==> src/rtl/core/cfa_pkg.sv <==
`default_nettype none

package cfa_pkg;

   localparam int FRAC_BITS = 32;
   localparam int IN_W      = 48;
   localparam int INT_W     = IN_W - FRAC_BITS;
   localparam int P_W       = 32;
   localparam int Q_W       = 31;
   localparam int TOL_W     = 32;
   localparam int STEP_W    = 6;
   localparam int OP_W      = 33;
   localparam int PROD_W    = 2 * OP_W;
   localparam int ACC_W     = 82;
   localparam int LIM_W     = 63;
   localparam int QUO_W     = 2 * FRAC_BITS + 1;
   localparam int DCNT_W    = 7;
   localparam int ADDR_W    = 3;
   localparam int CSR_W     = 32;

   localparam logic REG_TOLERANCE = 1'b0;
   localparam logic REG_MAX_STEPS = 1'b1;

   localparam logic [TOL_W-1:0]  TOL_RESET   = 32'd4295;
   localparam logic [STEP_W-1:0] STEPS_RESET = 6'd30;

   localparam logic [P_W-1:0] P_MAX = 32'h7FFF_FFFF;
   localparam logic [P_W-1:0] P_MIN = 32'h8000_0000;
   localparam logic [Q_W-1:0] Q_MAX = 31'h7FFF_FFFF;

   typedef struct packed {
      logic signed [OP_W-1:0] a;
      logic signed [OP_W-1:0] b;
   } mul_op_type;

endpackage

`default_nettype wire

==> src/rtl/core/cfa_mul.sv <==
`default_nettype none

module cfa_mul (
   input  logic                                clock,
   input  cfa_pkg::mul_op_type                 op,
   output logic signed [cfa_pkg::PROD_W-1:0]   prod_ff
);
   import cfa_pkg::*;

   logic signed [PROD_W-1:0] prod_in;

   assign prod_in = PROD_W'(op.a) * PROD_W'(op.b);

   always_ff @(posedge clock) begin
      prod_ff <= prod_in;
   end

endmodule

`default_nettype wire

==> config.mk <==
export PLATFORM = sky130hd
export DESIGN_NAME = cfa_mul
export DESIGN_NICKNAME = d
export VERILOG_FILES = /design/src/rtl/core/cfa_pkg.sv /design/src/rtl/core/cfa_mul.sv
export SDC_FILE = /design/constraint.sdc
export NUM_CORES = 2
export LEC_CHECK = 0
export ABC_CLOCK_PERIOD_IN_PS = 20300
export BUFFER_PORTS_ARGS = -buffer_cell sky130_fd_sc_hd__buf_2
export CORE_ASPECT_RATIO = 0.6
export CORE_UTILIZATION = 47
export CTS_CLUSTER_SIZE = 28
export DETAILED_ROUTE_END_ITERATION = 16
export GPL_TIMING_DRIVEN = 1
export SLEW_MARGIN = 20
export SYNTH_ARGS = -nofsm -noshare
export SYNTH_HDL_FRONTEND = slang
export SYNTH_SLANG_ARGS = --single-unit
==> constraint.sdc <==
create_clock -name clock -period 20.3 [get_ports clock]
set_input_delay 0 -clock clock [delete_from_list [all_inputs] [get_ports clock]]
set_output_delay 0 -clock clock [all_outputs]
set_load 0.1 [all_outputs]
Yosys cells after proc, flatten, opt, wreduce, memory -nomap -nowiden
Index checks and enable logic that the tools add are counted.
{"block": "op_classes", "mul": 1}
{"cell": "33-bit by 33-bit multiplier with 66-bit output", "n": 1}
{"block": "word_totals", "reg_bits": 66, "in_bits": 67, "out_inout_bits": 66, "elab_cells": 2}

Depth between registers and ports, before layout
{"block": "logic_depth", "word_depth": 1, "depth_mapped": 29, "ltp_nobuf": 27}

Worst setup path after synthesis
No wires, ideal clock.
{"block": "synth_path", "kind": "input port to flip-flop", "start": "in op[65] (netlist name)", "end": "reg prod_ff[65] (netlist name)", "setup_ns": 0.072, "t_arrival_ns": 7.149, "t_required_ns": 20.228, "setup_slack_ns": 13.079, "stages": 22, "path_buffers": 2, "cell_sequence": "clkbuf_1 > nand2_1 > inv_1 > fa_1 > fa_1 > fa_1 > fa_1 > fa_1 > fa_1 > fa_1 > inv_1 > fa_1 > inv_1 > ha_1 > clkbuf_1 > a21o_1 > a21o_1 > a221o_1 > a31oi_2 > o211ai_1 > o41ai_2 > xnor2_1"}
{"block": "synth_between", "elab_chain_cells": 1}
{"element": "start, declared", "line_no": "cfa_mul.sv:5", "text": "input cfa_pkg::mul_op_type op,"}
{"element": "33-bit by 33-bit multiplier with 66-bit output", "line_no": "cfa_mul.sv:12", "text": "assign prod_in = PROD_W'(op.a) * PROD_W'(op.b);"}
{"element": "via prod_in[65]", "line_no": "cfa_mul.sv:10", "text": "logic signed [PROD_W-1:0] prod_in;"}
{"element": "end signal, assigned", "line_no": "cfa_mul.sv:15", "text": "prod_ff <= prod_in;"}
{"element": "end, declared", "line_no": "cfa_mul.sv:6", "text": "output logic signed [cfa_pkg::PROD_W-1:0] prod_ff"}
The timed path passes the listed nets, and every way through them passes these cells.

Final worst setup path
Same ends and word-level chain as after synthesis.

==> reports/metrics.cfg <==
[timing]
setup_viol = 0
finalCriticalPeriod_ns = 7.84
tns_ns = 0
holdWs_ns = 0.255
max_slew_margin_pct = 37.2
hold_violations = 0
rsz0062_at_grt = no
finalCritPeriodShare_pct = 38.6
max_freq_mhz = 128
finalMaxSlewViolations = 0
tightest_slew_ns = 0.942

[place]
gp_congestion = 0.918
io_buffers = 132
dp.cells = 5357
hpwlAfterDp_um = 97800

[synthesis]
synth_enable_flop_cells = 0
yosysWarnings = 0
synth.yosys.seq_area_share_pct = 3.27
synthFlopType = dfxtp_1
synth_cells = 4302
synthArstFlopShare_pct = 0
synth_top_area_share_pct = 56.8
syn_nets = 5731
synth.ff_latch_count = 66
syn_area_um2 = 40400
syn_avg_cell_area_um2 = 9.38
synthTopCellsByArea = fa_1 (57%), inv_1 (11%), and2_1 (8.7%), ha_1 (6.7%), nand2_1 (5.0%)
yosysMostFrequentCell = fa_1
synth.largest_area_cell = fa_1
ys_types = 61
synth_common_cells = fa_1 (1145), inv_1 (1133), and2_1 (562)

[global_route]
grt.total_usage_pct = 28.5
grt_max_degree = 34
grt_pass1_wl_um = 185000
grt_overflow = 0
antenna_found_initial = 1
grt_pass1_vias = 28900

[layout]
largestRegisters = prod_ff (66)
nets = 5663
multi_input_area_um2 = 34000
top_register = prod_ff
fill_cells = 7854
area_delta_synth_final_pct = 4.02
layout-drive-gt1-share_pct = 4.29
seq_area_um2 = 1320
final_util_pct = 49.9
fin_cells = 5373
antennaDiodeCount = 0
largest_register_ffs = 66

[floorplan]
start_util_pct = 47.9
fp.dieW_um = 380
fp.coreArea_um2 = 84200
ioPinCount = 133
die-area_um2 = 87100
rows = 82
die-height_um = 229

[clock_tree]
clock_sinks = 66
cts_hold_buf = 0
clock_path_buffers = 2
post-cts-setup-buffers = 0
post_cts_resized = 0
cts-root-buf = clkbuf_16
cts_made_buffers = 9
htree_levels = 3
cts_tree = built
cts.clk_slew.worst_paths_ns = 0.06

[route]
wirelength_um = 117000
drt_iter0_markers = 2436
vias = 27600
remaining_drc_errors = 0
ant_nets = 0
viasPerCell = 5.13
wl_per_cell_um = 21.8
first_pass_iters = 7

[job]
drv_cap = 0

[setup_path]
critPathLaunchType = input pin
cp.arrival_ns = 8.12
crit_fanout = 33
crit_required_ns = 20.58
critPathKind = in2reg
cp-end-kind = flop

[outcome]
status = complete, no violations

[worst_hold_path]
hold_class = in2reg
whs_path_depth = 2

-- through the flow --
step	instance area (um2)	worst slack, ns
final	42000	12.46
after CTS	42000	12.40
after detailed placement	41700	12.08
after global placement	41700	12.17
after floorplan	40400	13.08
after global routing	42000	12.02
-- area by class of cell --
| cell class | instances | area share (%) |
|---|---|---|
| Inverter | 1133 | 10.1 |
| Multi-Input combinational cell | 2882 | 80.9 |
| Timing Repair Buffer | 142 | 1.75 |
| Clock buffer | 10 | 0.569 |
| Sequential cell | 66 | 3.15 |
| Tap cell | 1134 | 3.38 |
| Clock inverter | 6 | 0.155 |
-- cells in the final DEF, fill, tap and decap left out, types with 20 or more instances in the layout --
| cell type | instances |
|---|---|
| dfxtp_1 | 66 |
| xor2_1 | 20 |
| and2_1 | 562 |
| nor2_1 | 47 |
| fa_1 | 1144 |
| a21oi_1 | 73 |
| nand2_1 | 543 |
| a21o_1 | 28 |
| inv_1 | 1132 |
| o21ai_0 | 37 |
| buf_2 | 132 |
| xnor2_1 | 55 |
| ha_1 | 217 |
-- metal layers --
metal  part of all wire, %  track usage, %  up-vias
li1                      -               -    12100
met1                    50            47.8    14100
met2                    32            31.1     1372
met3                    17            15.3       51
met4                  0.65            2.43        2
met5                 0.016               0        -
-- worst max-delay path, stage by stage --
cell	delay [ns]
buf_2	0.54
nand2_1	0.19
inv_1	0.18
fa_1	0.49
fa_1	0.56
fa_1	0.89
inv_1	0.20
fa_1	0.61
fa_1	0.45
fa_1	0.57
fa_1	0.44
fa_1	0.51
inv_1	0.04
ha_1	0.38
and4_1	0.29
and3_1	0.22
a31oi_1	0.18
o21ai_0	0.13
a221o_1	0.35
a31oi_2	0.25
o211ai_1	0.18
o41ai_2	0.25
xnor2_1	0.15
-- final timing paths --
kind	slack [ns]	from	to
worst min-delay path	0.26	op[0]	prod_ff[0]
worst max-delay path	12.46	op[65]	prod_ff[65]
-- kinds of logic after synthesis --
kind of cell | count (synthesis) | synth area share, %
buf+inv | 1354 | 12.6
xor+xnor | 75 | 1.63
flops | 66 | 3.27
simple gates | 1228 | 15.4
compound gates | 217 | 3.60
fa+ha+maj | 1362 | 63.5
Power is left out: the tool's default activity adds up to more than one toggle a clock period on the data nets, which glitch-free logic cannot reach.
