<file path="config.mk">
export PLATFORM = sky130hd
export DESIGN_NAME = cfa_div
export DESIGN_NICKNAME = d
export VERILOG_FILES = /design/src/rtl/core/cfa_pkg.sv /design/src/rtl/core/cfa_div.sv
export SDC_FILE = /design/constraint.sdc
export NUM_CORES = 1
export LEC_CHECK = 0
export BUFFER_PORTS_ARGS = -buffer_cell sky130_fd_sc_hd__buf_2
export CAP_MARGIN = 10
export CORE_MARGIN = 5
export CORE_UTILIZATION = 45
export DETAILED_ROUTE_END_ITERATION = 12
export PLACE_DENSITY = 0.64
export RECOVER_POWER = 100
export SYNTH_ARGS = -nofsm -noshare
export SYNTH_HDL_FRONTEND = slang
export SYNTH_SLANG_ARGS = --single-unit
export TNS_END_PERCENT = 30
</file>
<file path="constraint.sdc">
create_clock -name clock -period 4.3 [get_ports clock]
set_input_delay 0 -clock clock [delete_from_list [all_inputs] [get_ports clock]]
set_output_delay 0 -clock clock [all_outputs]
set_load 0.02 [all_outputs]
</file>
<file path="src/rtl/core/cfa_pkg.sv">
`default_nettype none

package cfa_pkg;

   localparam int FRAC_BITS = 32;
   localparam int IN_W      = 48;
   localparam int INT_W     = IN_W - FRAC_BITS;
   localparam int P_W       = 32;
   localparam int Q_W       = 31;
   localparam int TOL_W     = 32;
   localparam int STEP_W    = 6;
   localparam int OP_W      = 33;
   localparam int PROD_W    = 2 * OP_W;
   localparam int ACC_W     = 82;
   localparam int LIM_W     = 63;
   localparam int QUO_W     = 2 * FRAC_BITS + 1;
   localparam int DCNT_W    = 7;
   localparam int ADDR_W    = 3;
   localparam int CSR_W     = 32;

   localparam logic REG_TOLERANCE = 1'b0;
   localparam logic REG_MAX_STEPS = 1'b1;

   localparam logic [TOL_W-1:0]  TOL_RESET   = 32'd4295;
   localparam logic [STEP_W-1:0] STEPS_RESET = 6'd30;

   localparam logic [P_W-1:0] P_MAX = 32'h7FFF_FFFF;
   localparam logic [P_W-1:0] P_MIN = 32'h8000_0000;
   localparam logic [Q_W-1:0] Q_MAX = 31'h7FFF_FFFF;

   typedef struct packed {
      logic signed [OP_W-1:0] a;
      logic signed [OP_W-1:0] b;
   } mul_op_type;

endpackage

`default_nettype wire

</file>
<file path="src/rtl/core/cfa_div.sv">
`default_nettype none

module cfa_div (
   input  logic                          clock,
   input  logic                          reset,
   input  logic                          start,
   input  logic [cfa_pkg::FRAC_BITS-1:0] divisor,
   output logic                          done_ff,
   output logic [cfa_pkg::QUO_W-1:0]     quot_ff
);
   import cfa_pkg::*;

   logic [FRAC_BITS-1:0] rem_ff, rem_in;
   logic [FRAC_BITS-1:0] dvs_ff;
   logic [DCNT_W-1:0]    cnt_ff;
   logic                 busy_ff;
   logic                 bit_in;
   logic [FRAC_BITS:0]   shifted;
   logic [FRAC_BITS:0]   diff;
   logic                 ge;

   // dividend is 2^(2*FRAC_BITS): only its top bit is set
   assign bit_in  = (cnt_ff == DCNT_W'(QUO_W));
   assign shifted = {rem_ff, bit_in};
   assign diff    = shifted - {1'b0, dvs_ff};
   assign ge      = (shifted >= {1'b0, dvs_ff});
   assign rem_in  = ge ? diff[FRAC_BITS-1:0] : shifted[FRAC_BITS-1:0];

   always_ff @(posedge clock) begin
      if (reset) begin
         busy_ff <= 1'b0;
         done_ff <= 1'b0;
         cnt_ff  <= '0;
      end else begin
         done_ff <= 1'b0;
         if (start) begin
            busy_ff <= 1'b1;
            cnt_ff  <= DCNT_W'(QUO_W);
         end else if (busy_ff) begin
            cnt_ff <= cnt_ff - DCNT_W'(1);
            if (cnt_ff == DCNT_W'(1)) begin
               busy_ff <= 1'b0;
               done_ff <= 1'b1;
            end
         end
      end
   end

   always_ff @(posedge clock) begin
      if (start) begin
         rem_ff <= '0;
         dvs_ff <= divisor;
      end else if (busy_ff) begin
         rem_ff  <= rem_in;
         quot_ff <= {quot_ff[QUO_W-2:0], ge};
      end
   end

endmodule

`default_nettype wire

</file>
After elaboration in Yosys (flattened, before gate mapping) --
Cells that the tools add are included.
Word-level totals: word-level logic and storage cells 25, bits in registers 138, output and inout bits 66, input port bits 35
Operators by class: muxes and demuxes 7, equal/unequal tests 2, reductions and logical operators 4, bitwise operators 2, order comparisons 1, add/sub/neg operators 2
Operators by type and width (number):
- $ge A33 B32 Y1 | 1
- $mux W32 | 1
- $sub A32 B32 Y32 | 1
- $mux W7 | 2
- $eq A7 B1 Y1 const B | 1
- $eq A7 B7 Y1 const B | 1
- $sub A7 B1 Y7 const B | 1
- $mux W1 | 4
- $reduce_or A3 Y1 | 1
- $not A1 Y1 | 2
- $reduce_and A2 Y1 | 1
- $reduce_bool A2 Y1 | 1
- $reduce_or A2 Y1 | 1

Depth between registers and ports, before layout --
word-level depth 4, gate-level depth with buffers 14, depth with buffers taken out 14

Worst setup path before layout --
No wires, ideal clock.
kind register to register, start reg cnt_ff[1], end reg rem_ff[24], path buffers 0, arrival time 2934 ps, library setup time 86 ps, stages on the path, launching flop included 15, clock period less this slack 3019 ps, setup slack 1281 ps, cells stage by stage dfxtp_1 > inv_1 > ha_1 > nand3_1 > ha_1 > inv_1 > fa_1 > a21oi_1 > o211ai_2 > a2111oi_0 > o21ai_1 > a31oi_1 > xnor2_1 > mux2i_1 > a211oi_1
On the way: longest elaborated chain between the ends 3, elaborated cells between the ends (all ways) 4, those cells by class add/sub (1); order compare (1); eq/ne (1); mux (1)
RTL lines:
- start: declaration | line cfa_div.sv:15 | logic [DCNT_W-1:0] cnt_ff;
- start signal: assignment | line cfa_div.sv:38 | cnt_ff <= DCNT_W'(QUO_W);
- start signal: assignment | line cfa_div.sv:40 | cnt_ff <= cnt_ff - DCNT_W'(1);
- $eq A7 B7 Y1 * | line cfa_div.sv:23 | assign bit_in = (cnt_ff == DCNT_W'(QUO_W));
- $sub A32 B32 Y32 / $ge A33 B32 Y1 (equally long branches) | line cfa_div.sv:25, cfa_div.sv:26
- $mux W32 * | line cfa_div.sv:27 | assign rem_in = ge ? diff[FRAC_BITS-1:0] : shifted[FRAC_BITS-1:0];
- end signal: assignment | line cfa_div.sv:54 | rem_ff <= rem_in;
- end: declaration | line cfa_div.sv:13 | logic [FRAC_BITS-1:0] rem_ff, rem_in;
Every way passes the cells marked *; elsewhere a longest branch is shown, timed or not. A chain may end at the register's enable or synchronous reset.

Final worst setup path --
start reg cnt_ff[1], end reg rem_ff[13]
Same word-level chain as after synthesis.

==> results summary <==
The run finished, with violations left. The checks that failed: max-capacitance violations, max-slew violations. The actual slew at the worst max-slew pin is between 3 and 4 ns. Of the cells placed in the final design, the portion with a size suffix greater than 1 is approximately a tenth. During I/O placement, the number of pins put on the boundary was just over 100.

The sum of negative setup slack came out at 0 ns. The via count normalized by instance count is about 5.5. The synthesized instance count came out at roughly 610. At the later pin of the worst-skew pair, clock insertion delay measures between 0.4 and 0.5 ns. STA classifies the critical path startpoint as a flop.

The most used flip-flop cell after synthesis is sky130_fd_sc_hd__edfxtp_1. The overall global routing resource usage came out at 17.5%. In this run the number of H-tree levels came out at 4. Detailed placement finished with a half-perimeter wire length of approximately 10 mm. TritonCTS built the clock tree. The routed design could run at a clock period as short as between 3 and 4 ns.

The tool flagged a number of max-cap violations equal to 1. In this run the most critical hold path is launched from start. Setup repair after global routing left no endpoint under its margin. CTS placed an instance of sky130_fd_sc_hd__clkbuf_16 at the clock tree root. Of the available clock period, the critical path in the final layout requires 90.5%. The final cell count without fillers is between 900 and 1k. The final-report max-slew violation count is 65. The count of fill cells added during filler insertion is between 1k and 1.5k. The count of unresolved DRC violations after routing is 0.

The met1 global-route usage is approximately 23%. The number of global-route vias before repair came to 5053. The start of the worst register-to-register path is cnt_ff[1]. The growth of design area from synthesis to finish came out at 19.5%. The headroom to the max-slew limit came out at -118%. The combined flip-flop and latch cell area is 3730 sq um.

The tree built by TritonCTS fans out to roughly 140 sinks. The residual overflow from global routing came out at 0. The total standard cell area after synthesis is 6880 sq um.

For the worst setup path, the data required time is 4.44 ns. The mean cell area of the mapped netlist is roughly 11 sq um. Clock skew on the completed layout was measured at about 0.0074 ns. The number of nets in the layout came out at ~800. The largest net degree at the start of global routing came out at 65. The buffer count from post-CTS setup fixing is 0. The antenna diode count came out at 0. Final hold analysis gives a worst-case slack of about 0.17 ns. For this run, global-route usage on met2 was measured as between 20 and 30%.

The area of the multi-input gates is about 2800 sq um. The clock tree buffer depth came out at 2. The die covers between 15000 and 20000 sq um.

The async set or reset register ratio after synthesis is 0%. STA classifies the critical path endpoint as a flop. In this run the worst setup path begins at cnt_ff[1]. The most common cell after layout, fill and taps aside is sky130_fd_sc_hd__edfxtp_1. Setup violations remaining at the end of the flow were counted as 0. The area of the core region came out at ~15000 sq um. The routing usage on met3 came out at under 10%. In the layout the commonest cells are 97 x sky130_fd_sc_hd__edfxtp_1, 70 x sky130_fd_sc_hd__clkbuf_1, 49 x sky130_fd_sc_hd__nor2_1, 41 x sky130_fd_sc_hd__inv_1, 40 x sky130_fd_sc_hd__dfxtp_1. The busiest layer in global routing is met2. The number of library cell types mapped by synthesis is 69. The worst voltage drop across the vdd grid came out at slightly above 0.3 mV. Data on the critical path arrives at its endpoint at a little over 4 ns. After detailed placement, the design holds a cell count of 867.

The post-synthesis net count is between 600 and 700. The die boundary height is around 130 um. The peak fanout along the critical path came out at 26. Clock-pin slew was measured on the worst setup and hold paths at roughly 0.06 ns. The flip-flop and latch count after synthesis came out at ~140.

The total wire length after detailed routing is roughly 15 mm. The number of core rows came out at between 40 and 50. Sequential elements use 54.3% of the synthesized area. In the final routed layout, each cell accounts on average for approximately 17 um. From left edge to right edge, the die measures 134 um.

The count of vias placed by the detailed router is 5151. The path class of the tightest hold or removal check is in2reg. The global placement routability congestion came out at just under 0.9. The final number of hold-violating endpoints came out at 0. The number of optimization iterations in the first detailed-route pass is 5.

The upper clock frequency limit came out at between 200 and 300 MHz. The first-pass GRT wire length is approximately 25 mm. The number of buffers inserted by port buffering came out at 100. The Yosys step of the flow raised 0 warnings. The post-detailed-route count of antenna-violating nets is 0.

The initial DRC count is roughly 420. TritonCTS created 17 clock buffers. The initial antenna violation count came out at 0.

The number of enable-type register cells in the synthesized netlist came out at 97. The power density relative to cell area came out at 435 nW/um^2. The critical path is of the reg2reg type. Overall power consumption after layout is estimated at 3.57 mW. The effective utilization at floorplan is a little under half. The leakage dissipation is 3.10 nW.
[flip-flops by register name, summed over array words and instances (netlist names)]
signal,cells
busy_ff,1
cnt_ff,7
done_ff,1
dvs_ff,32
quot_ff,65
rem_ff,32
[critical path, stage by stage, from the launching register on]
cell and delay, ns:
sky130_fd_sc_hd__dfxtp_1 0.36, sky130_fd_sc_hd__inv_1 0.08, sky130_fd_sc_hd__ha_1 0.20, sky130_fd_sc_hd__nand3_1 0.11
sky130_fd_sc_hd__ha_1 0.22, sky130_fd_sc_hd__nor2b_4 0.06, sky130_fd_sc_hd__o31a_2 0.30, sky130_fd_sc_hd__o31a_1 0.31
sky130_fd_sc_hd__a31oi_1 0.40, sky130_fd_sc_hd__a21oi_1 0.27, sky130_fd_sc_hd__a21oi_4 0.60, sky130_fd_sc_hd__inv_4 0.33
sky130_fd_sc_hd__mux2i_1 0.26, sky130_fd_sc_hd__a211oi_1 0.10
[worst paths after layout]
path / cells past startpoint / slack [ns] / to
max: 13 / 0.41 / rem_ff[13]
max reg2reg: 13 / 0.41 / rem_ff[13]
min reg2reg: 0 / 0.45 / quot_ff[43]
min: 3 / 0.17 / cnt_ff[0]
[synth_stat cells, drive strengths merged, types with 8 or more instances]
cell type / n / share of area, %
nand4: 9 / 0.82
a31oi: 8 / 0.95
o21bai: 8 / 0.87
xnor2: 22 / 2.8
nor3: 19 / 1.4
dfxtp: 41 / 12
nand2: 30 / 1.6
clkbuf: 18 / 1.0
a211oi: 21 / 2.3
inv: 42 / 2.3
a21o: 17 / 1.9
edfxtp: 97 / 42
a21oi: 35 / 2.8
ha: 34 / 6.2
buf: 16 / 1.7
nor2: 49 / 2.7
nand3: 15 / 1.1
o21ai: 14 / 1.0
mux2i: 20 / 2.9
[cell families after synthesis]
logic type,Yosys count,share of synthesized area (%)
AND/OR/NAND/NOR,161,11.7
XOR/XNOR,29,3.69
buffers and inverters,76,5.04
flip-flops,138,54.3
AO/OA/AOI/OAI,149,15.7
adder cells (fa/ha/maj),35,6.48
multiplexers,21,3.07
[power breakdown]
part	switching (mW)	internal, mW	total, mW
registers	0.0423	1.50	1.54
logic	0.398	0.267	0.665
clock network	0.609	0.757	1.37
[through the flow]
stage,setup WS [ns],util [%],cell area [sq um]
final,0.410,54.5,8220
after global routing,0.146,54.5,8220
after CTS,0.614,55.3,8340
after detailed placement,0.651,49.4,7460
after global placement,0.806,49.4,7460
after floorplan,1.28,-,6880
[timing repair]
action / CTS / global route
hold endpoints to repair: 41 / 0
hold buffers: 33 / 0
resized for setup: 0 / 0
[per-layer routing]
metal	wire [um]	vias up
met4	181	0
li1	-	2507
met5	0	-
met1	7250	2466
met3	931	20
met2	7080	158
[final cells by class]
| class | instances | share of cell area [%] |
|---|---|---|
| clock buffers | 17 | 5.18 |
| clock inverters | 15 | 1.55 |
| inverters | 42 | 1.95 |
| multi-input cells | 395 | 33.7 |
| flip-flops and latches | 138 | 45.4 |
| well taps | 188 | 2.86 |
| repair buffers | 137 | 9.32 |
(Power assumes the default switching activity.)
